`src/rtl/mpec_pkg.sv`:
```
// ----------------------------------------------------------------------------
// mpec_pkg
// Shared types, constants and helpers for the Mandelbrot escape counter.
// ----------------------------------------------------------------------------
package mpec_pkg;

    localparam int COORD_W     = 12;
    localparam int FIX_W       = 32;
    localparam int FRAC_BITS   = 24;
    localparam int SHIFT_W     = 16;
    localparam int LIMIT_W     = 16;
    localparam int COUNT_W     = 17;
    localparam int PROD_W      = 2 * FIX_W;
    localparam int WIDE_W      = PROD_W + 2;
    localparam int OFFSET_W    = 18;
    localparam int APB_DATA_W  = 32;
    localparam int APB_ADDR_W  = 5;

    localparam int FRAME_WIDTH_DEF  = 4096;
    localparam int FRAME_HEIGHT_DEF = 4096;

    // |z|^2 bound: 4.0 in Q16.48
    localparam logic [PROD_W:0] ESCAPE_BOUND = (PROD_W + 1)'(4) << (2 * FRAC_BITS);

    // register indexes (paddr[4:2])
    localparam logic [2:0] REG_REAL_MIN   = 3'd0;
    localparam logic [2:0] REG_IMAG_MIN   = 3'd1;
    localparam logic [2:0] REG_REAL_STEP  = 3'd2;
    localparam logic [2:0] REG_IMAG_STEP  = 3'd3;
    localparam logic [2:0] REG_COL_SHIFT  = 3'd4;
    localparam logic [2:0] REG_ROW_SHIFT  = 3'd5;
    localparam logic [2:0] REG_ITER_LIMIT = 3'd6;

    localparam logic signed [FIX_W-1:0]   RESET_AXIS_MIN = -32'sd33554432;
    localparam logic signed [FIX_W-1:0]   RESET_STEP     = 32'sd65536;
    localparam logic signed [SHIFT_W-1:0] RESET_SHIFT    = '0;
    localparam logic [LIMIT_W-1:0]        RESET_LIMIT    = 16'd64;

    typedef struct packed {
        logic signed [FIX_W-1:0]   real_axis_min;
        logic signed [FIX_W-1:0]   imag_axis_min;
        logic signed [FIX_W-1:0]   real_step;
        logic signed [FIX_W-1:0]   imag_step;
        logic signed [SHIFT_W-1:0] column_shift;
        logic signed [SHIFT_W-1:0] row_shift;
        logic [LIMIT_W-1:0]        iteration_limit;
    } cfg_t;

    typedef struct packed {
        logic load_pixel;
        logic map_mul;
        logic map_add;
        logic iter_mul;
        logic iter_upd;
        logic finish;
    } ctrl_cmd_t;

    typedef struct packed {
        logic escape;
        logic at_limit;
    } dp_stat_t;

    // saturate a wide signed value to the 32 bit signed range
    function automatic logic signed [FIX_W-1:0] sat32(input logic signed [WIDE_W-1:0] v);
        logic all_ones;
        logic all_zeros;
        all_ones  = &v[WIDE_W-1:FIX_W-1];
        all_zeros = ~|v[WIDE_W-1:FIX_W-1];
        if (all_ones || all_zeros)
        begin
            sat32 = v[FIX_W-1:0];
        end
        else if (v[WIDE_W-1])
        begin
            sat32 = {1'b1, {(FIX_W-1){1'b0}}};
        end
        else
        begin
            sat32 = {1'b0, {(FIX_W-1){1'b1}}};
        end
    endfunction

endpackage

```
`src/rtl/mpec_cfg.sv`:
```
// ----------------------------------------------------------------------------
// mpec_cfg
// APB register file holding the view window and iteration limit.
// ----------------------------------------------------------------------------
module mpec_cfg
(
    input  logic                                clk,
    input  logic                                rst_n,
    input  logic                                psel,
    input  logic                                penable,
    input  logic                                pwrite,
    input  logic [mpec_pkg::APB_ADDR_W-1:0]     paddr,
    input  logic [mpec_pkg::APB_DATA_W-1:0]     pwdata,
    output logic [mpec_pkg::APB_DATA_W-1:0]     prdata,
    output mpec_pkg::cfg_t                      cfg
);

    mpec_pkg::cfg_t cfg_reg;
    mpec_pkg::cfg_t cfg_next;
    logic           wr_en;
    logic [2:0]     reg_idx;

    assign wr_en   = psel & penable & pwrite;
    assign reg_idx = paddr[mpec_pkg::APB_ADDR_W-1:2];

    always_comb
    begin
        cfg_next = cfg_reg;
        if (wr_en)
        begin
            unique case (reg_idx)
                mpec_pkg::REG_REAL_MIN:   cfg_next.real_axis_min   = pwdata;
                mpec_pkg::REG_IMAG_MIN:   cfg_next.imag_axis_min   = pwdata;
                mpec_pkg::REG_REAL_STEP:  cfg_next.real_step       = pwdata;
                mpec_pkg::REG_IMAG_STEP:  cfg_next.imag_step       = pwdata;
                mpec_pkg::REG_COL_SHIFT:  cfg_next.column_shift    = pwdata[15:0];
                mpec_pkg::REG_ROW_SHIFT:  cfg_next.row_shift       = pwdata[15:0];
                mpec_pkg::REG_ITER_LIMIT: cfg_next.iteration_limit = pwdata[15:0];
                default:                  cfg_next = cfg_reg;
            endcase
        end
    end

    always_ff @(posedge clk or negedge rst_n)
    begin
        if (!rst_n)
        begin
            cfg_reg.real_axis_min   <= mpec_pkg::RESET_AXIS_MIN;
            cfg_reg.imag_axis_min   <= mpec_pkg::RESET_AXIS_MIN;
            cfg_reg.real_step       <= mpec_pkg::RESET_STEP;
            cfg_reg.imag_step       <= mpec_pkg::RESET_STEP;
            cfg_reg.column_shift    <= mpec_pkg::RESET_SHIFT;
            cfg_reg.row_shift       <= mpec_pkg::RESET_SHIFT;
            cfg_reg.iteration_limit <= mpec_pkg::RESET_LIMIT;
        end
        else
        begin
            cfg_reg <= cfg_next;
        end
    end

    always_comb
    begin
        unique case (reg_idx)
            mpec_pkg::REG_REAL_MIN:   prdata = cfg_reg.real_axis_min;
            mpec_pkg::REG_IMAG_MIN:   prdata = cfg_reg.imag_axis_min;
            mpec_pkg::REG_REAL_STEP:  prdata = cfg_reg.real_step;
            mpec_pkg::REG_IMAG_STEP:  prdata = cfg_reg.imag_step;
            mpec_pkg::REG_COL_SHIFT:  prdata = 32'(cfg_reg.column_shift);
            mpec_pkg::REG_ROW_SHIFT:  prdata = 32'(cfg_reg.row_shift);
            mpec_pkg::REG_ITER_LIMIT: prdata = {16'd0, cfg_reg.iteration_limit};
            default:                  prdata = '0;
        endcase
    end

    assign cfg = cfg_reg;

endmodule

```
`config.mk`:
```
export PLATFORM = sky130hd
export DESIGN_NAME = mpec_cfg
export DESIGN_NICKNAME = d
export VERILOG_FILES = /design/src/rtl/mpec_pkg.sv /design/src/rtl/mpec_cfg.sv
export SDC_FILE = /design/constraint.sdc
export NUM_CORES = 1
export LEC_CHECK = 0
export BUFFER_PORTS_ARGS = -buffer_cell sky130_fd_sc_hd__buf_2
export CORE_MARGIN = 8
export CORE_UTILIZATION = 47
export CTS_CLUSTER_DIAMETER = 60
export DETAILED_ROUTE_END_ITERATION = 7
export PLACE_DENSITY = 0.79
export SLEW_MARGIN = 20
export SYNTH_ARGS = -nofsm -noshare
export SYNTH_HDL_FRONTEND = slang
export SYNTH_SLANG_ARGS = --single-unit
```
`constraint.sdc`:
```
create_clock -name clk -period 1.2 [get_ports clk]
set_input_delay 0.06 -clock clk [delete_from_list [all_inputs] [get_ports clk]]
set_output_delay 0.06 -clock clk [all_outputs]
set_load 0.02 [all_outputs]
```
==> results of run 1 <==
logic make-up after synthesis:
family                 Yosys count  synth area share, %
muxes                          215                 29.3
DFF                            176                 54.2
AOI/OAI and AO/OA               88                 8.25
and+or+nand+nor                 57                 4.91
buffers and inverters           43                 3.34
layout make-up:
cell class                      instances  area share (%)
Multi-Input combinational cell        362            31.0
Clock buffer                           22            3.96
Tap cell                              225            2.35
Sequential cell                       176            37.0
Timing Repair Buffer                  381            24.7
Clock inverter                         10            1.06
path summary, 6_finish.rpt:
path / depth (start not counted) / to / slack [ns] / start
worst max-delay path: 4 / prdata[26] / -0.46 / cfg[47]
worst min-delay path: 2 / cfg[113] / 0.02 / pwdata[1]
worst max register to register: 3 / cfg[5] / 0.20 / cfg[5]
worst min register to register: 1 / cfg[52] / 0.53 / cfg[52]
max in group asynchronous: 3 / cfg[82] / 0.52 / rst_n
min in group asynchronous: 2 / cfg[85] / 0.10 / rst_n
repair_timing:
item,4_1_cts,5_1_grt
resized for setup,52,83
pin swaps,5,7
setup endpoints to repair,46,64
hold buffers,32,0
gates cloned,1,1
hold endpoints to repair,327,0
setup buffers,28,19
cell usage after synthesis (2+ instances only):
| cell type | count | share of area [%] |
|---|---|---|
| mux2i_1 | 26 | 3.2 |
| a31oi_1 | 4 | 0.31 |
| mux2_1 | 7 | 0.97 |
| dfrtp_1 | 159 | 49 |
| mux2_2 | 182 | 25 |
| nand3_1 | 12 | 0.74 |
| nor3b_2 | 2 | 0.31 |
| nor3b_1 | 2 | 0.18 |
| o211ai_1 | 21 | 1.9 |
| buf_2 | 17 | 1.0 |
| nand3b_1 | 5 | 0.46 |
| a32oi_1 | 5 | 0.54 |
| buf_4 | 16 | 1.5 |
| dfstp_2 | 17 | 5.5 |
| nor3_4 | 2 | 0.40 |
| and4b_1 | 4 | 0.49 |
| nor2b_1 | 3 | 0.23 |
| o221ai_1 | 10 | 1.1 |
| buf_6 | 4 | 0.55 |
| o21a_1 | 16 | 1.5 |
| nand2_1 | 14 | 0.64 |
| nor2_2 | 4 | 0.31 |
| a22oi_1 | 30 | 2.8 |
| buf_1 | 2 | 0.092 |
| clkbuf_1 | 4 | 0.18 |
metrics by stage:
step	std cells	util, %	power, mW	instance area [sq um]	hold slack, ns
2_1_floorplan	579	-	11.6	8340	-0.236
3_3_place_gp	1070	60.2	14.1	10300	-0.0329
3_5_place_dp	1070	60.2	14.2	10300	-0.0308
4_1_cts	1163	67.8	20.4	11600	0.00385
5_1_grt	1176	69.9	21.8	12000	-0.00805
6_report	1176	69.9	20.9	12000	0.0169
metal layers:
metal	vias to the layer above	part of all wire, %	track usage (%)
met3	42	9.5	8.16
met4	0	1.6	8.82
met1	3427	40	29.1
met2	351	49	38.6
met5	-	0	0
li1	2902	-	-
worst reg2reg max path, stage by stage (launching register included):
cell     delay, ns
dfrtp_1       0.38
buf_4         0.13
buf_4         0.13
mux2_2        0.25
power breakdown:
group,total [mW],switching [mW],leakage [nW],internal (mW)
registers,8.18,0.992,2.21,7.19
clock network,5.59,2.33,0.289,3.27
logic,7.16,3.82,3.28,3.34
==> impl_metrics.toml, run 1 <==
[run_status]
status = "finished, violations left"
violations = "negative setup slack"

[sta]
finClkSkew_ns = 0
relSlewSlack_pct = 66.7
grt_setup_unrepaired = "yes"
setup_ws_ns = -0.458
worstMarginPinSlew_ns = 0.497
final_max_slew_viol_count = 0
finalSetupTns_ns = -11.93
finalHoldViolations = 0
min_period_ns = 1.66
max_freq_mhz = 603
fin_crit_sh_pct = 138
setup_viol = 36

[finish]
mostFrequentLayoutCell = "buf_2"
syn2layout_area_growth_pct = 46.6
fin_nets = 980
diodes = 0
multi_input_area_sq_um = 3710
fillers = 1115
layout_common_cells = "buf_2, mux2_2, dfrtp_1, buf_4, buf_6"
drive_gt1_share_pct = 65.4
regArea_sq_um = 4430
largest_reg_flops = 176

[setup_path]
crit_type = "flip-flop to primary output"
worstPathArrival_ns = 1.60
critPathCaptureType = "primary output"
crit_path_cell_trace = "mux2_4 > nand2_8 > o211ai_1 > buf_4"
crit_required_ns = 1.14
critPathBufInv = 1
slowest_stage = "dfrtp_2"
critPathLaunchType = "flip-flop"
critPathMaxFanout = 5
cpPeakStageDelay_ns = 0.40
cp_top_family = "flip-flops"

[place]
place_congestion = 0.827
io_buffers = 247
hpwl_mm = 17.6
pre_cts_ws_ns = -0.277

[power_and_ir_drop]
p_per_area_nw_per_um2 = 1750
ir_drop_v = 0.000984
p_leak_nw = 5.77

[grt]
grt_usage_pct = 23.9
grt_pass1_wl_mm = 41.1
grt_max_degree = 39
grt_pass1_vias = 7211
antenna_found_initial = 0
overflow = 0

[route]
wire_per_inst_um = 23.1
drt-total-wl_mm = 27.1
detail-route-antenna-nets = 0
drt-initial-drc-count = 400
post-route-drc-count = 0
vias_per_cell = 5.72
vias = 6722
first_pass_iters = 5

[synthesis]
synth_fp_nets = 621
avgSynthCellArea_sq_um = 14.1
ys_types = 36
postSynthCellCount = 579
ys_ff_latch = 176
synth_edf_count = 0
ys_seq_area_share_pct = 54.2
async_reset_ff_share_pct = 100
synthesis.area_sq_um = 8160
yosysWarningCount = 0
synth_ff_type = "dfrtp_1"

[run]
cap_violations = 0

[floorplan]
rows = 48
core_area_sq_um = 17100
start_util_pct = 47.7
dieArea_sq_um = 21800
die_x_um = 148
io_pins = 250
die_height_um = 148

[clock_network]
numCtsBuffers = 17
htree_levels = 4
clk_latency_ns = 0.41
cts.sinks = 176
cts_tree = "yes"
ctsLongestPathBuffers = 2
path_clk_slew_ns = 0.07
cts-root-buf = "clkbuf_16"

[hold_path]
hold_class = "input pin to flip-flop"
Note: power is estimated with default switching activity, not from simulation.
==> run 2, diff against run 1 <==
CORE_UTILIZATION = 23   (was 47)
PLACE_DENSITY = 0.46   (was 0.79)
==> run 2 against run 1 <==
Effect of this change:
- the flow still finishes with violations (negative setup slack)
- largest power group unchanged
- sequential cell count is the same
- critical endpoint is now prdata[27]
- highest routed layer unchanged
- die area increased by 91%
- combinational power rose by 5.0%
- via count fell by 4.5%
- utilization is 34 points lower
- critical path type unchanged
- maximum frequency shrank 4.8%
- largest cell class unchanged
- sequential power decreased by 0.5%
==> impl_metrics.toml, run 2 (synthesis results as in run 1) <==
[run]
cap_violations = 0

[setup_path]
cp-endpoint = "prdata[27]"
cp-startpoint = "cfg[47]"
r2r_end = "cfg[122]"
rr_startpoint = "cfg[122]"
crit_type = "flip-flop to primary output"
cpPeakStageDelay_ns = 0.40
critPathMaxFanout = 6
crit_required_ns = 1.14
critPathLaunchType = "flip-flop"
reg2reg_depth = 2
worstPathArrival_ns = 1.68
critPathBufInv = 2
cp_top_family = "flip-flops"
reg2reg_slack_ns = 0.26
slowest_stage = "dfrtp_2"
crit_path_cell_trace = "mux2_4 > nand2_8 > buf_12 > o211ai_1 > buf_4"
critPathCaptureType = "primary output"
cp.depth = 5

[route]
vias = 6418
drt-total-wl_mm = 30.0
wire_per_inst_um = 21.1
post-route-drc-count = 0
drt-initial-drc-count = 222
first_pass_iters = 4
detail-route-antenna-nets = 0
vias_per_cell = 4.52

[run_status]
violations = "negative setup slack"
status = "finished, violations left"

[grt]
overflow = 0
antenna_found_initial = 0
grt_usage_pct = 14.4
grt_max_degree = 81
grt_pass1_wl_mm = 45.5
grt_pass1_vias = 7187

[sta]
relSlewSlack_pct = 66.8
fin_crit_sh_pct = 145
finalHoldViolations = 0
finalSetupTns_ns = -13.07
min_period_ns = 1.74
final_max_slew_viol_count = 0
grt_setup_unrepaired = "yes"
setup_viol = 35
finClkSkew_ns = 0
worstMarginPinSlew_ns = 0.496
max_freq_mhz = 574
setup_ws_ns = -0.542

[floorplan]
start_util_pct = 23.2
io_pins = 250
die_height_um = 204
rows = 69
die_x_um = 204
dieArea_sq_um = 41800
core_area_sq_um = 35200

[power_and_ir_drop]
p_per_area_nw_per_um2 = 1680
switchingPower_mw = 7.24
swShare_pct = 34.3
p_leak_nw = 5.86
p_clk_share_pct = 25.7
ir_drop_v = 0.000971
p_int_mw = 13.9
p_comb_share_pct = 35.7
pwr-share-seq_pct = 38.6

[finish]
diodes = 0
largest_reg_flops = 176
multi_input_area_sq_um = 3670
drive_gt1_share_pct = 65.6
mostFrequentLayoutCell = "mux2_2"
syn2layout_area_growth_pct = 54.0
utilization_pct = 35.7
regArea_sq_um = 4430
fin_nets = 989
fillers = 3512
layout_common_cells = "mux2_2, buf_2, dfrtp_1, buf_6, buf_4"

[place]
place_congestion = 0.759
hpwl_mm = 21.2
io_buffers = 247

[clock_network]
cts.sinks = 176
path_clk_slew_ns = 0.07
clk_latency_ns = 0.42
htree_levels = 4
cts-root-buf = "clkbuf_16"
numCtsBuffers = 17
ctsLongestPathBuffers = 2
cts_tree = "yes"

[hold_path]
hold_class = "input pin to async pin"
[run 2: cell types whose count changed in the layout (fill, tap and decap cells not counted), moves of 2 or more]
cell        change
clkinvlp_4      +2
buf_4           -8
clkinv_2        +2
nand2_4         -2
buf_6          +43
buf_2          -29
buf_12          +3
[run 2: per-layer routing]
metal	wire, um	vias up	GRT usage (%)
li1	-	2928	-
met4	257	0	3.47
met5	0	-	0
met3	1800	18	4.52
met1	13600	3280	18.7
met2	14300	192	23.0
[run 2: timing repair]
item | CTS | global route
hold buffers | 33 | 0
setup endpoints to repair | 61 | 89
pin swaps | 15 | 7
endpoints found under the hold margin | 346 | 0
buffers inserted | 33 | 16
cloned | 0 | 1
resized for setup | 124 | 77
[run 2: layout make-up]
type	count	area share [%]
clock buffers	20	3.63
clock inverters	12	0.876
multi-input cells	360	29.2
repair buffers	392	26.5
flip-flops and latches	176	35.2
well taps	461	4.59
[run 2: worst min path at each step]
stage	cells after the start	slack, ns	end
after floorplan	0	-0.24	cfg[0]
after global placement	2	0.05	cfg[107]
after detailed placement	2	0.06	cfg[107]
after CTS	3	0.14	cfg[109]
after global routing	3	0.15	cfg[107]
final	3	0.16	cfg[109]
[run 2: through the flow]
step           setup WS (ns)  hold WS [ns]  instance area [sq um]  cells  power, mW
6_report              -0.542         0.157                  12600   1421       21.1
2_1_floorplan        -0.0771        -0.236                   8340    579       11.6
4_1_cts               -0.581         0.138                  12300   1416       21.1
3_3_place_gp          -0.234        0.0495                  10700   1319       14.5
3_5_place_dp          -0.275        0.0623                  10700   1319       14.5
5_1_grt               -0.611         0.151                  12600   1421       22.2
[run 2: power by group through the flow]
| stage | Combinational [mW] | Sequential (mW) | Clock [mW] |
|---|---|---|---|
| 2_1_floorplan | 2.13 | 9.50 | 0 |
| 6_report | 7.52 | 8.14 | 5.43 |
| 4_1_cts | 7.25 | 8.12 | 5.69 |
| 3_3_place_gp | 6.18 | 8.28 | 0 |
| 5_1_grt | 8.04 | 8.31 | 5.89 |
| 3_5_place_dp | 6.24 | 8.26 | 0 |
[run 2: worst register-to-register path, cell delays in order, from the launching register on]
cell	delay, ns
dfrtp_1	0.42
buf_6	0.14
mux2_2	0.26
