===== config.mk =====
export PLATFORM = sky130hd
export DESIGN_NAME = mpec_ctrl
export DESIGN_NICKNAME = d
export VERILOG_FILES = /design/src/rtl/mpec_pkg.sv /design/src/rtl/mpec_ctrl.sv
export SDC_FILE = /design/constraint.sdc
export NUM_CORES = 1
export LEC_CHECK = 0
export BUFFER_PORTS_ARGS = -buffer_cell sky130_fd_sc_hd__buf_2
export CAP_MARGIN = 30
export CORE_AREA = 2 2 39 41
export DETAILED_ROUTE_END_ITERATION = 10
export DIE_AREA = 0 0 41 43
export PLACE_DENSITY = 0.45
export SLEW_MARGIN = 40
export SYNTH_ARGS = -nofsm -noshare
export SYNTH_HDL_FRONTEND = slang
export SYNTH_SLANG_ARGS = --single-unit
export TNS_END_PERCENT = 10

===== constraint.sdc =====
create_clock -name clk -period 2.9 [get_ports clk]
set_clock_uncertainty 0.05 [all_clocks]
set_input_delay 0.145 -clock clk [delete_from_list [all_inputs] [get_ports clk]]
set_output_delay 0.145 -clock clk [all_outputs]
set_load 0.05 [all_outputs]

===== src/rtl/mpec_pkg.sv =====
// ----------------------------------------------------------------------------
// mpec_pkg
// Shared types, constants and helpers for the Mandelbrot escape counter.
// ----------------------------------------------------------------------------
package mpec_pkg;

    localparam int COORD_W     = 12;
    localparam int FIX_W       = 32;
    localparam int FRAC_BITS   = 24;
    localparam int SHIFT_W     = 16;
    localparam int LIMIT_W     = 16;
    localparam int COUNT_W     = 17;
    localparam int PROD_W      = 2 * FIX_W;
    localparam int WIDE_W      = PROD_W + 2;
    localparam int OFFSET_W    = 18;
    localparam int APB_DATA_W  = 32;
    localparam int APB_ADDR_W  = 5;

    localparam int FRAME_WIDTH_DEF  = 4096;
    localparam int FRAME_HEIGHT_DEF = 4096;

    // |z|^2 bound: 4.0 in Q16.48
    localparam logic [PROD_W:0] ESCAPE_BOUND = (PROD_W + 1)'(4) << (2 * FRAC_BITS);

    // register indexes (paddr[4:2])
    localparam logic [2:0] REG_REAL_MIN   = 3'd0;
    localparam logic [2:0] REG_IMAG_MIN   = 3'd1;
    localparam logic [2:0] REG_REAL_STEP  = 3'd2;
    localparam logic [2:0] REG_IMAG_STEP  = 3'd3;
    localparam logic [2:0] REG_COL_SHIFT  = 3'd4;
    localparam logic [2:0] REG_ROW_SHIFT  = 3'd5;
    localparam logic [2:0] REG_ITER_LIMIT = 3'd6;

    localparam logic signed [FIX_W-1:0]   RESET_AXIS_MIN = -32'sd33554432;
    localparam logic signed [FIX_W-1:0]   RESET_STEP     = 32'sd65536;
    localparam logic signed [SHIFT_W-1:0] RESET_SHIFT    = '0;
    localparam logic [LIMIT_W-1:0]        RESET_LIMIT    = 16'd64;

    typedef struct packed {
        logic signed [FIX_W-1:0]   real_axis_min;
        logic signed [FIX_W-1:0]   imag_axis_min;
        logic signed [FIX_W-1:0]   real_step;
        logic signed [FIX_W-1:0]   imag_step;
        logic signed [SHIFT_W-1:0] column_shift;
        logic signed [SHIFT_W-1:0] row_shift;
        logic [LIMIT_W-1:0]        iteration_limit;
    } cfg_t;

    typedef struct packed {
        logic load_pixel;
        logic map_mul;
        logic map_add;
        logic iter_mul;
        logic iter_upd;
        logic finish;
    } ctrl_cmd_t;

    typedef struct packed {
        logic escape;
        logic at_limit;
    } dp_stat_t;

    // saturate a wide signed value to the 32 bit signed range
    function automatic logic signed [FIX_W-1:0] sat32(input logic signed [WIDE_W-1:0] v);
        logic all_ones;
        logic all_zeros;
        all_ones  = &v[WIDE_W-1:FIX_W-1];
        all_zeros = ~|v[WIDE_W-1:FIX_W-1];
        if (all_ones || all_zeros)
        begin
            sat32 = v[FIX_W-1:0];
        end
        else if (v[WIDE_W-1])
        begin
            sat32 = {1'b1, {(FIX_W-1){1'b0}}};
        end
        else
        begin
            sat32 = {1'b0, {(FIX_W-1){1'b1}}};
        end
    endfunction

endpackage


===== src/rtl/mpec_ctrl.sv =====
// ----------------------------------------------------------------------------
// mpec_ctrl
// Sequencer: point mapping, then multiply/update pairs until escape or limit.
// ----------------------------------------------------------------------------
module mpec_ctrl
(
    input  logic                    clk,
    input  logic                    rst_n,
    input  logic                    in_valid,
    output logic                    in_ready,
    output logic                    out_valid,
    input  logic                    out_ready,
    input  mpec_pkg::dp_stat_t      stat,
    output mpec_pkg::ctrl_cmd_t     cmd
);

    localparam logic [2:0] S_IDLE     = 3'd0;
    localparam logic [2:0] S_MAP_MUL  = 3'd1;
    localparam logic [2:0] S_MAP_ADD  = 3'd2;
    localparam logic [2:0] S_ITER_MUL = 3'd3;
    localparam logic [2:0] S_ITER_UPD = 3'd4;

    logic [2:0] state_reg;
    logic [2:0] state_next;
    logic       out_valid_reg;
    logic       out_valid_next;
    logic       out_free;

    assign out_free = ~out_valid_reg | out_ready;

    always_comb
    begin
        state_next     = state_reg;
        out_valid_next = out_valid_reg & ~out_ready;
        cmd            = '0;
        in_ready       = 1'b0;
        unique case (state_reg)
            S_IDLE:
            begin
                in_ready = 1'b1;
                if (in_valid)
                begin
                    cmd.load_pixel = 1'b1;
                    state_next     = S_MAP_MUL;
                end
            end
            S_MAP_MUL:
            begin
                cmd.map_mul = 1'b1;
                state_next  = S_MAP_ADD;
            end
            S_MAP_ADD:
            begin
                cmd.map_add = 1'b1;
                state_next  = S_ITER_MUL;
            end
            S_ITER_MUL:
            begin
                cmd.iter_mul = 1'b1;
                state_next   = S_ITER_UPD;
            end
            S_ITER_UPD:
            begin
                if (stat.escape || stat.at_limit)
                begin
                    // hold here until the result register is free
                    if (out_free)
                    begin
                        cmd.finish     = 1'b1;
                        out_valid_next = 1'b1;
                        state_next     = S_IDLE;
                    end
                end
                else
                begin
                    cmd.iter_upd = 1'b1;
                    state_next   = S_ITER_MUL;
                end
            end
            default:
            begin
                state_next = S_IDLE;
            end
        endcase
    end

    always_ff @(posedge clk or negedge rst_n)
    begin
        if (!rst_n)
        begin
            state_reg     <= S_IDLE;
            out_valid_reg <= 1'b0;
        end
        else
        begin
            state_reg     <= state_next;
            out_valid_reg <= out_valid_next;
        end
    end

    assign out_valid = out_valid_reg;

endmodule


==> impl_results.md, run 1 <==
- Setup crit end kind: output port
- Syn_area_per_cell: 9.90 um^2
- CP arrival: 1.57 ns
- R2R Path End: state_reg[2]$_DFFE_PN0P_
- Worst Reg-to-Reg Cells: 2
- Crit path max fanout: 7
- Max-Cap Viols: 0
- Dominant synthesized flop cell: dfrtp_1
- Netlist cell types: 15
- Hold Crit Start: stat[1]
- Post-synthesis sequential area ratio: 44.0%
- Main combinational cell family by area after synthesis: simple AND/OR/NAND/NOR gates
- Slew Limit Fails: 0
- DPL Wire Length: 417 um
- Largest net degree at the start of global routing: 8
- Largest area contributor in the netlist: dfrtp_1
- Clk slew on worst S/H paths: 0.03 ns
- Layout cells sized above 1: 48.7%
- Vias/cell: 4.38
- Htree depth: 1
- Complex-gate fraction of the synthesized area: 15.9%
- Mux cell area share after synthesis: 0%
- TritonCTS clock tree: yes
- Dpl cell area: 305 um^2
- Leakage power: 0.173 nW
- Slew @ Worst Pin: 0.313 ns
- Finished Core Util: 24.4%
- Post-synthesis simple-gate area fraction: 35.2%
- Period minus WS final: 1.77 ns
- PostCTS Resize Cnt: 0
- Hold depth: 3
- Fmax: 566 MHz
- N_diodes: 0
- Row Count: 14
- Post-CTS setup buffer count: 0
- Clock Latency Late Sink: 0.23 ns
- Peak supply drop: 0.000348 V
- Tot Pwr: 0.000457 W
- Tot GR Track Use: 7.34%
- Starting density of the core: 16.5%
- Die Width: 41 um
- Drt total wl: 536 um
- Number of global-route vias before repair: 204
- Hold endpoint: state_reg[0]$_DFFE_PN0P_
- CP required: 2.71 ns
- Area contributors post-synth: dfrtp_1, nor3b_1, nor2_1
- Clock Root Buffer: clkbuf_4
- # fillers: 156
- Adder-Cell Fraction of Synth Area: 0%
- Count of final setup violators: 0
- Layout area overhead: 48.4%
- Hold crit path type: in -> reg
- Global-route wire length before repair: 807 um
- Hold Vio Cnt, Final: 0
- Maximum clock insertion buffer count: 2
- Tcrit/Tclk final: 61.0%
- Synthesized area: 228 um^2
- CTS sink cnt: 4
- Vias: 241
- # IOs: 14
- DR pass1 iterations: 4
- GRT overflow: 0
- Post-synth top cells: dfrtp_1, nor2_1, nor3b_1
- Residual DRC: 0
- Nets: 47
- GPL Wtd Cong: 0.660
- Post-synth top area share: 44.0%
- Core Box Area: 1380 um^2
- Setup TNS: 0 ns
- Largest register FFs: 3
- Port bufs: 13
- Worst setup SP type: flop
- Initial antenna violation count: 0
- R2r setup slk: 1.68 ns
- Syn. warnings: 0
- Post-synth EDFFs: 0
- CTS Buf Count: 3
- Die Area: 1760 um^2
- PwrDens: 1350 nW/um^2
- Post-Synth XOR/XNOR Area: 0%
- Drt wl/cell: 9.75 um
- Initial DRC count: 6
- Register bit total from synthesis: 4
- Cell area after layout: 338 um^2
- Slew headroom: 79.0%
- Crit Path Class: reg -> out
- RSZ-0062 raised after global routing: no
- Async set-reset flop share out of synthesis: 100%
- Die Ht: 43 um
- Worst r2r src: state_reg[0]$_DFFE_PN0P_
- DRT antenna net count: 0
- Syn Inst Count: 23
- Status: finished clean
- Syn nets: 29
==> cells by family (layout without fill, tap and decap cells) <==
| family | after synthesis | in the layout |
|---|---|---|
| buf+inv | 2 | 18 |
| flops | 4 | 4 |
| simple gates | 13 | 13 |
| compound gates | 4 | 4 |
==> power breakdown <==
| part | switching (W) | total [W] | internal (W) |
|---|---|---|---|
| Clock | 0.0000219 | 0.0000681 | 0.0000462 |
| Combinational | 0.000200 | 0.000277 | 0.0000761 |
| Sequential | 0.0000326 | 0.000113 | 0.0000801 |
==> cell usage in the layout (no fill, tap or decap), drive strengths merged <==
cell / instances
or3b: 1
buf: 13
and2: 1
nor3b: 3
dlygate4sd3: 1
a311o: 1
nand2b: 1
inv: 1
nand3b: 1
o32ai: 1
nor2: 4
o21ai: 1
or2: 1
dfrtp: 4
clkbuf: 3
o31ai: 1
nor3: 1
==> timing repair <==
action                                 CTS  global route
setup endpoints to repair                0             0
endpoints found under the hold margin    4             0
hold buffers                             1             0
==> worst max-delay path by stage <==
stage | from | end | slack, ns | cells past startpoint
finish | state_reg[0]$_DFFE_PN0P_ | cmd[0] | 1.13 | 3
global route | state_reg[0]$_DFFE_PN0P_ | cmd[0] | 1.03 | 3
CTS | state_reg[0]$_DFFE_PN0P_ | cmd[0] | 1.12 | 3
detailed placement | state_reg[0]$_DFFE_PN0P_ | cmd[0] | 1.38 | 3
global placement | state_reg[0]$_DFFE_PN0P_ | cmd[0] | 1.37 | 3
floorplan | state_reg[0]$_DFFE_PN0P_ | cmd[5] | 0.58 | 2
==> layer usage <==
metal / vias up / track usage (%) / wire length, um
met5: - / 0 / 0
met4: 0 / 6.00 / 0
met3: 0 / 3.14 / 112
met2: 21 / 8.44 / 183
met1: 106 / 10.0 / 239
li1: 114 / - / -
==> worst max-delay path, stage by stage, from the launching register on <==
cell and delay (ns):
dfrtp_1 0.42, or3b_4 0.45, nor3b_1 0.18, buf_2 0.29
==> per-stage QoR <==
stage                     hold WS (ns)  std cells  worst slack, ns
after CTS                        0.158         55             1.12
final                            0.158         55             1.13
after global placement         -0.0907         51             1.37
after detailed placement       -0.0871         51             1.38
after floorplan                 -0.201         23            0.584
after global routing             0.177         55             1.03
==> layout make-up <==
type / count / area, um^2 / share of cell area [%]
inverters: 1 / 3.75 / 1.11
multi-input cells: 17 / 116 / 34.4
repair buffers: 14 / 75.1 / 22.2
well taps: 16 / 20.0 / 5.93
clock buffers: 3 / 22.5 / 6.67
flip-flops and latches: 4 / 100 / 29.6
(Power assumes the default switching activity.)
==> run 2: changes to the inputs <==
--- a/config.mk
+++ b/config.mk
@@ -5,12 +5,13 @@
 export SDC_FILE = /design/constraint.sdc
 export NUM_CORES = 1
 export LEC_CHECK = 0
+export ABC_AREA = 1
 export BUFFER_PORTS_ARGS = -buffer_cell sky130_fd_sc_hd__buf_2
 export CAP_MARGIN = 30
 export CORE_AREA = 2 2 39 41
 export DETAILED_ROUTE_END_ITERATION = 10
 export DIE_AREA = 0 0 41 43
-export PLACE_DENSITY = 0.45
+export PLACE_DENSITY = 0.47
 export SLEW_MARGIN = 40
 export SYNTH_ARGS = -nofsm -noshare
 export SYNTH_HDL_FRONTEND = slang
==> constraint.sdc (replaced) <==
create_clock -name clk -period 1.5 [get_ports clk]
set_clock_uncertainty 0.05 [all_clocks]
set_input_delay 0.075 -clock clk [delete_from_list [all_inputs] [get_ports clk]]
set_output_delay 0.075 -clock clk [all_outputs]
set_load 0.05 [all_outputs]
==> impl_results.md, run 2 <==
- Slew Limit Fails: 0 (unchanged)
- DRT antenna net count: 0 (unchanged)
- Commonest non-fill, non-tap cell in the layout: buf_2
- Netlist cell types: 11 (-4)
- Tot GR Track Use: 7.67% (+0.32 points)
- Drt total wl: 560 um (+4.5%)
- Main combinational cell family by area after synthesis: simple AND/OR/NAND/NOR gates
- Synthesized area: 235 um^2 (+3.3%)
- Drt wl/cell: 8.00 um (-18%)
- Worst setup SP type: flop
- Starting density of the core: 17.0% (+0.54 points)
- Peak supply drop: 0.000519 V (+49%)
- N_diodes: 0 (unchanged)
- Fmax: 711 MHz
- Post-synthesis simple-gate area fraction: 37.2% (+2.1 points)
- Area contributors post-synth: dfrtp_1, nand2_1, inv_1
- DR pass1 iterations: 2 (-2)
- Layout cells sized above 1: 42.6% (-6.1 points)
- Dominant synthesized flop cell: dfrtp_1
- CTS sink cnt: 4 (unchanged)
- Post-Synth XOR/XNOR Area: 0% (unchanged)
- Hold WS: 0.0451 ns (-0.113 ns)
- Setup TNS: 0 ns (unchanged)
- Vias/cell: 3.69 (-16%)
- Mux cell area share after synthesis: 0% (unchanged)
- Count of final setup violators: 0 (unchanged)
- Complex-gate fraction of the synthesized area: 4.26% (-12 points)
- Setup crit end kind: output port
- Port bufs: 13 (unchanged)
- GRT overflow: 0 (unchanged)
- Hold Vio Cnt, Final: 0 (unchanged)
- # fillers: 162 (+3.8%)
- Syn nets: 42 (+45%)
- Clock Root Buffer: clkbuf_4
- Largest register FFs: 3 (unchanged)
- TritonCTS clock tree: yes
- Core Box Area: 1380 um^2 (unchanged)
- Adder-Cell Fraction of Synth Area: 0% (unchanged)
- Crit path max fanout: 3 (-4)
- Crit Path Class: reg -> out
- Htree depth: 1 (unchanged)
- Tot Pwr: 0.000975 W (+110%)
- Residual DRC: 0 (unchanged)
- Period minus WS final: 1.41 ns
- Register bit total from synthesis: 4 (unchanged)
- RSZ-0062 raised after global routing: yes
- Slew headroom: 83.5% (+4.5 points)
- Count leader, synth: nand2_1
- Syn. warnings: 0 (unchanged)
- Post-synth EDFFs: 0 (unchanged)
- DPL Wire Length: 453 um (+8.6%)
- Tcrit/Tclk final: 93.7%
- Number of global-route vias before repair: 238 (+17%)
- Leakage power: 0.249 nW (+44%)
- Syn_area_per_cell: 6.53 um^2 (-34%)
- Layout area overhead: 58.5%
- Vias: 258 (+7.1%)
- Die Area: 1760 um^2 (unchanged)
- Die Width: 41 um (unchanged)
- Most frequent cells in the layout: buf_2, nand2_1, nor2_1, inv_1, dfrtp_1
- CP required: 1.37 ns (-1.34 ns)
- Largest area contributor in the netlist: dfrtp_1
- CTS Buf Count: 3 (unchanged)
- Async set-reset flop share out of synthesis: 100% (unchanged)
- Hold crit path type: in -> reg
- Clk slew on worst S/H paths: 0.04 ns (about the same)
- Clock Latency Late Sink: 0.23 ns (about the same)
- PwrDens: 2620 nW/um^2 (+93%)
- GPL Wtd Cong: 0.684 (+3.7%)
- CP arrival: 1.28 ns (-0.29 ns)
- Post-synth top area share: 42.6% (-1.4 points)
- Nets: 62 (+32%)
- Initial DRC count: 3 (-3)
- Maximum clock insertion buffer count: 2 (unchanged)
- Die Ht: 43 um (unchanged)
- Global-route wire length before repair: 834 um (+3.3%)
- Row Count: 14 (unchanged)
- # IOs: 14 (unchanged)
- Slew @ Worst Pin: 0.249 ns (-0.0649 ns)
- Largest net degree at the start of global routing: 6 (-2)
- Status: finished clean
- Initial antenna violation count: 0 (unchanged)
- Syn Inst Count: 36 (+57%)
- Post-synth top cells: nand2_1, inv_1, nor2_1
- Max-Cap Viols: 0 (unchanged)
- Finished Core Util: 26.9% (+2.5 points)
- Post-synthesis sequential area ratio: 42.6% (-1.4 points)
run 2: cell count changes after synthesis, sizes merged, moves of 3 or more:
cell   before  now
inv         1    8
nand2       0    8
nand3       0    3
nor2        4    7
nor3b       3    0
run 2: routing by layer:
| metal | track usage [%] | vias to the layer above | share of wire [%] | wire (um) |
|---|---|---|---|---|
| met5 | 0 | - | 0 | 0 |
| met4 | 8.00 | 0 | 0 | 0 |
| met2 | 11.6 | 4 | 55 | 309 |
| met3 | 3.14 | 0 | 3.8 | 21 |
| met1 | 6.86 | 109 | 41 | 229 |
| li1 | - | 145 | - | - |
run 2: timing repair:
action	CTS	global route
setup buffers	2	0
hold buffers	1	0
hold endpoints to repair	4	0
resized for setup	2	2
pin swaps	1	1
endpoints found under the setup margin	1	1
run 2: cell families (layout without fill, tap and decap cells):
logic type | Yosys count | count (layout)
AO/OA/AOI/OAI | 2 | 2
buffers and inverters | 9 | 27
flip-flops | 4 | 4
AND/OR/NAND/NOR | 21 | 21
run 2: worst paths after layout:
kind	start	end	slack [ns]	cells past startpoint
max	state_reg[0]$_DFFE_PN0P_	cmd[0]	0.09	6
max reg2reg	state_reg[0]$_DFFE_PN0P_	state_reg[0]$_DFFE_PN0P_	0.42	6
min in group asynchronous	rst_n	state_reg[1]$_DFFE_PN0P_	0.13	2
max in group asynchronous	rst_n	state_reg[2]$_DFFE_PN0P_	1.16	2
min	stat[1]	out_valid$_DFF_PN0_	0.05	3
min reg2reg	out_valid$_DFF_PN0_	out_valid$_DFF_PN0_	0.48	2
run 2: through the flow:
step	setup WS, ns	cell area (um^2)	instances
final	0.0938	373	70
after floorplan	-0.217	240	36
after detailed placement	0.190	318	64
after CTS	0.0194	368	70
after global routing	-0.0120	373	70
after global placement	0.203	318	64
run 2: power breakdown:
| part | internal (W) | switching, W |
|---|---|---|
| registers | 0.000157 | 0.0000419 |
| logic | 0.000174 | 0.000474 |
| clock network | 0.0000892 | 0.0000390 |
| total | 0.000420 | 0.000555 |
run 2: final cells by class:
class                   instances  area [um^2]  area share (%)
flip-flops and latches          4          100            26.8
clock buffers                   3         22.5            6.04
well taps                      16         20.0            5.37
multi-input cells              23          108            28.9
repair buffers                 16         92.6            24.8
inverters                       8         30.0            8.05
run 2: worst max-delay path, cell delays in order, from the launching register on:
cell and delay (ns):
dfrtp_1 0.38, inv_2 0.08, nand2_2 0.07, nor2_2 0.10
o21ai_1 0.09, a21oi_1 0.12, buf_4 0.21
==> run 3: changes to the inputs <==
==> constraint.sdc (replaced) <==
create_clock -name clk -period 1.5 [get_ports clk]
set_clock_uncertainty 0.05 [all_clocks]
set_input_delay 0.15 -clock clk [delete_from_list [all_inputs] [get_ports clk]]
set_output_delay 0.15 -clock clk [all_outputs]
set_load 0.05 [all_outputs]
==> impl_results.md, run 3 (synthesis gave the netlist of run 2 again) <==
- Status: finished clean
- Largest register FFs: 3 (unchanged)
- Die Ht: 43 um (unchanged)
- Row Count: 14 (unchanged)
- Fmax: 689 MHz (-3.1%)
- Residual DRC: 0 (unchanged)
- DPL Wire Length: 473 um (+4.2%)
- PwrDens: 2590 nW/um^2 (-1.0%)
- N_diodes: 0 (unchanged)
- Most frequent cells in the layout: buf_2, nand2_1, nor2_1, inv_1, buf_4
- Final worst slack: 0.0485 ns (-0.0453 ns)
- Hold endpoint: out_valid$_DFF_PN0_
- Crit Path Class: reg -> out
- Layout cells sized above 1: 43.6% (+1.0 points)
- Nets: 63 (+1.6%)
- Hold Vio Cnt, Final: 0 (unchanged)
- Setup TNS: 0 ns (unchanged)
- DRT antenna net count: 0 (unchanged)
- Leakage power: 0.255 nW (+2.3%)
- Slew headroom: 83.3% (-0.28 points)
- Core Box Area: 1380 um^2 (unchanged)
- Die Width: 41 um (unchanged)
- Clk slew on worst S/H paths: 0.03 ns (about the same)
- Drt wl/cell: 7.96 um (-0.53%)
- Vias/cell: 3.80 (+3.2%)
- # fillers: 169 (+4.3%)
- Worst Reg-to-Reg Cells: 5 (-1)
- Die Area: 1760 um^2 (unchanged)
- Initial antenna violation count: 0 (unchanged)
- R2R Path End: state_reg[1]$_DFFE_PN0P_
- Slew Limit Fails: 0 (unchanged)
- Initial DRC count: 0 (-3)
- Period minus WS final: 1.45 ns (+0.0453 ns)
- Drt total wl: 565 um (+0.89%)
- Crit path max fanout: 5 (+2)
- Hold crit path type: in -> reg
- Dpl ws: 0.124 ns (-0.0663 ns)
- Worst setup SP type: flop
- Htree depth: 1 (unchanged)
- Tcrit/Tclk final: 96.8% (+3.0 points)
- Clock Latency Late Sink: 0.23 ns (about the same)
- Clock Root Buffer: clkbuf_4
- Hold Crit Start: stat[1]
- CP required: 1.30 ns (-0.07 ns)
- Hold depth: 3 (unchanged)
- Tot GR Track Use: 7.75% (+0.085 points)
- CTS Buf Count: 3 (unchanged)
- Slew @ Worst Pin: 0.253 ns (+0.00427 ns)
- CP arrival: 1.25 ns (-0.03 ns)
- Number of global-route vias before repair: 267 (+12%)
- Tot Pwr: 0.00101 W (+3.3%)
- Count of final setup violators: 0 (unchanged)
- # IOs: 14 (unchanged)
- GPL Wtd Cong: 0.753 (+10%)
- Commonest non-fill, non-tap cell in the layout: buf_2
- Global-route wire length before repair: 897 um (+7.6%)
- Vias: 270 (+4.7%)
- TritonCTS clock tree: yes
- Starting density of the core: 17.0% (unchanged)
- Setup crit end kind: output port
- CTS sink cnt: 4 (unchanged)
- Peak supply drop: 0.000570 V (+9.8%)
- Layout area overhead: 65.4%
- RSZ-0062 raised after global routing: yes
- GRT overflow: 0 (unchanged)
- Maximum clock insertion buffer count: 2 (unchanged)
- Max-Cap Viols: 0 (unchanged)
- Worst r2r src: state_reg[0]$_DFFE_PN0P_
- R2r setup slk: 0.42 ns (about the same)
- Largest net degree at the start of global routing: 6 (unchanged)
- DR pass1 iterations: 1 (-1)
- Port bufs: 13 (unchanged)
run 3: changes by cell type in the layout (fill, tap and decap cells not counted):
cell,previous run,this run
buf_2,12,10
buf_6,0,1
buf_4,3,5
run 3: metal layers:
layer	vias up	share of wire, %	track usage, %
met5	-	0	0
met4	0	0	6.00
met3	0	3.5	1.57
met2	4	60	13.1
met1	120	36	7.47
li1	146	-	-
run 3: metrics by stage:
step	cell area [um^2]	hold WS, ns	utilization (%)	std cells
4_1_cts	380	0.113	27.5	71
2_1_floorplan	240	-0.196	-	36
3_3_place_gp	325	-0.0932	23.5	65
3_5_place_dp	325	-0.0909	23.5	65
5_1_grt	389	0.139	28.1	71
6_report	389	0.118	28.1	71
run 3: how the worst max path moves through the flow:
stage / slack, ns / end / start
2_1_floorplan: -0.29 / cmd[5] / state_reg[0]$_DFFE_PN0P_
3_3_place_gp: 0.14 / cmd[0] / state_reg[0]$_DFFE_PN0P_
3_5_place_dp: 0.12 / cmd[0] / state_reg[0]$_DFFE_PN0P_
4_1_cts: 0.02 / cmd[0] / state_reg[0]$_DFFE_PN0P_
5_1_grt: -0.03 / cmd[0] / state_reg[2]$_DFFE_PN0P_
6_report: 0.05 / cmd[0] / state_reg[2]$_DFFE_PN0P_
run 3: area by class of cell:
class | count | area (um^2) | share of cell area [%]
Tap cell | 16 | 20.0 | 5.14
Sequential cell | 4 | 100 | 25.7
Timing Repair Buffer | 17 | 109 | 28.0
Inverter | 8 | 30.0 | 7.72
Clock buffer | 3 | 22.5 | 5.79
Multi-Input combinational cell | 23 | 108 | 27.7
run 3: worst max-delay path: stages (launching register included):
cell and delay, ns:
dfrtp_1 0.42, inv_2 0.07, nor2_2 0.12, o21ai_1 0.08
a21oi_1 0.12, buf_4 0.21
run 3: report_power, final:
group	internal (W)	switching [W]	total (W)
combinational	0.000202	0.000484	0.000687
clock	0.0000890	0.0000368	0.000126
sequential	0.000156	0.0000382	0.000195
run 3: timing repair:
item                                    4_1_cts  5_1_grt
endpoints found under the hold margin         4        0
hold buffers                                  1        0
resized for setup                             4        5
endpoints found under the setup margin        2        3
cloned                                        0        0
pin swaps                                     1        1
setup buffers                                 2        0
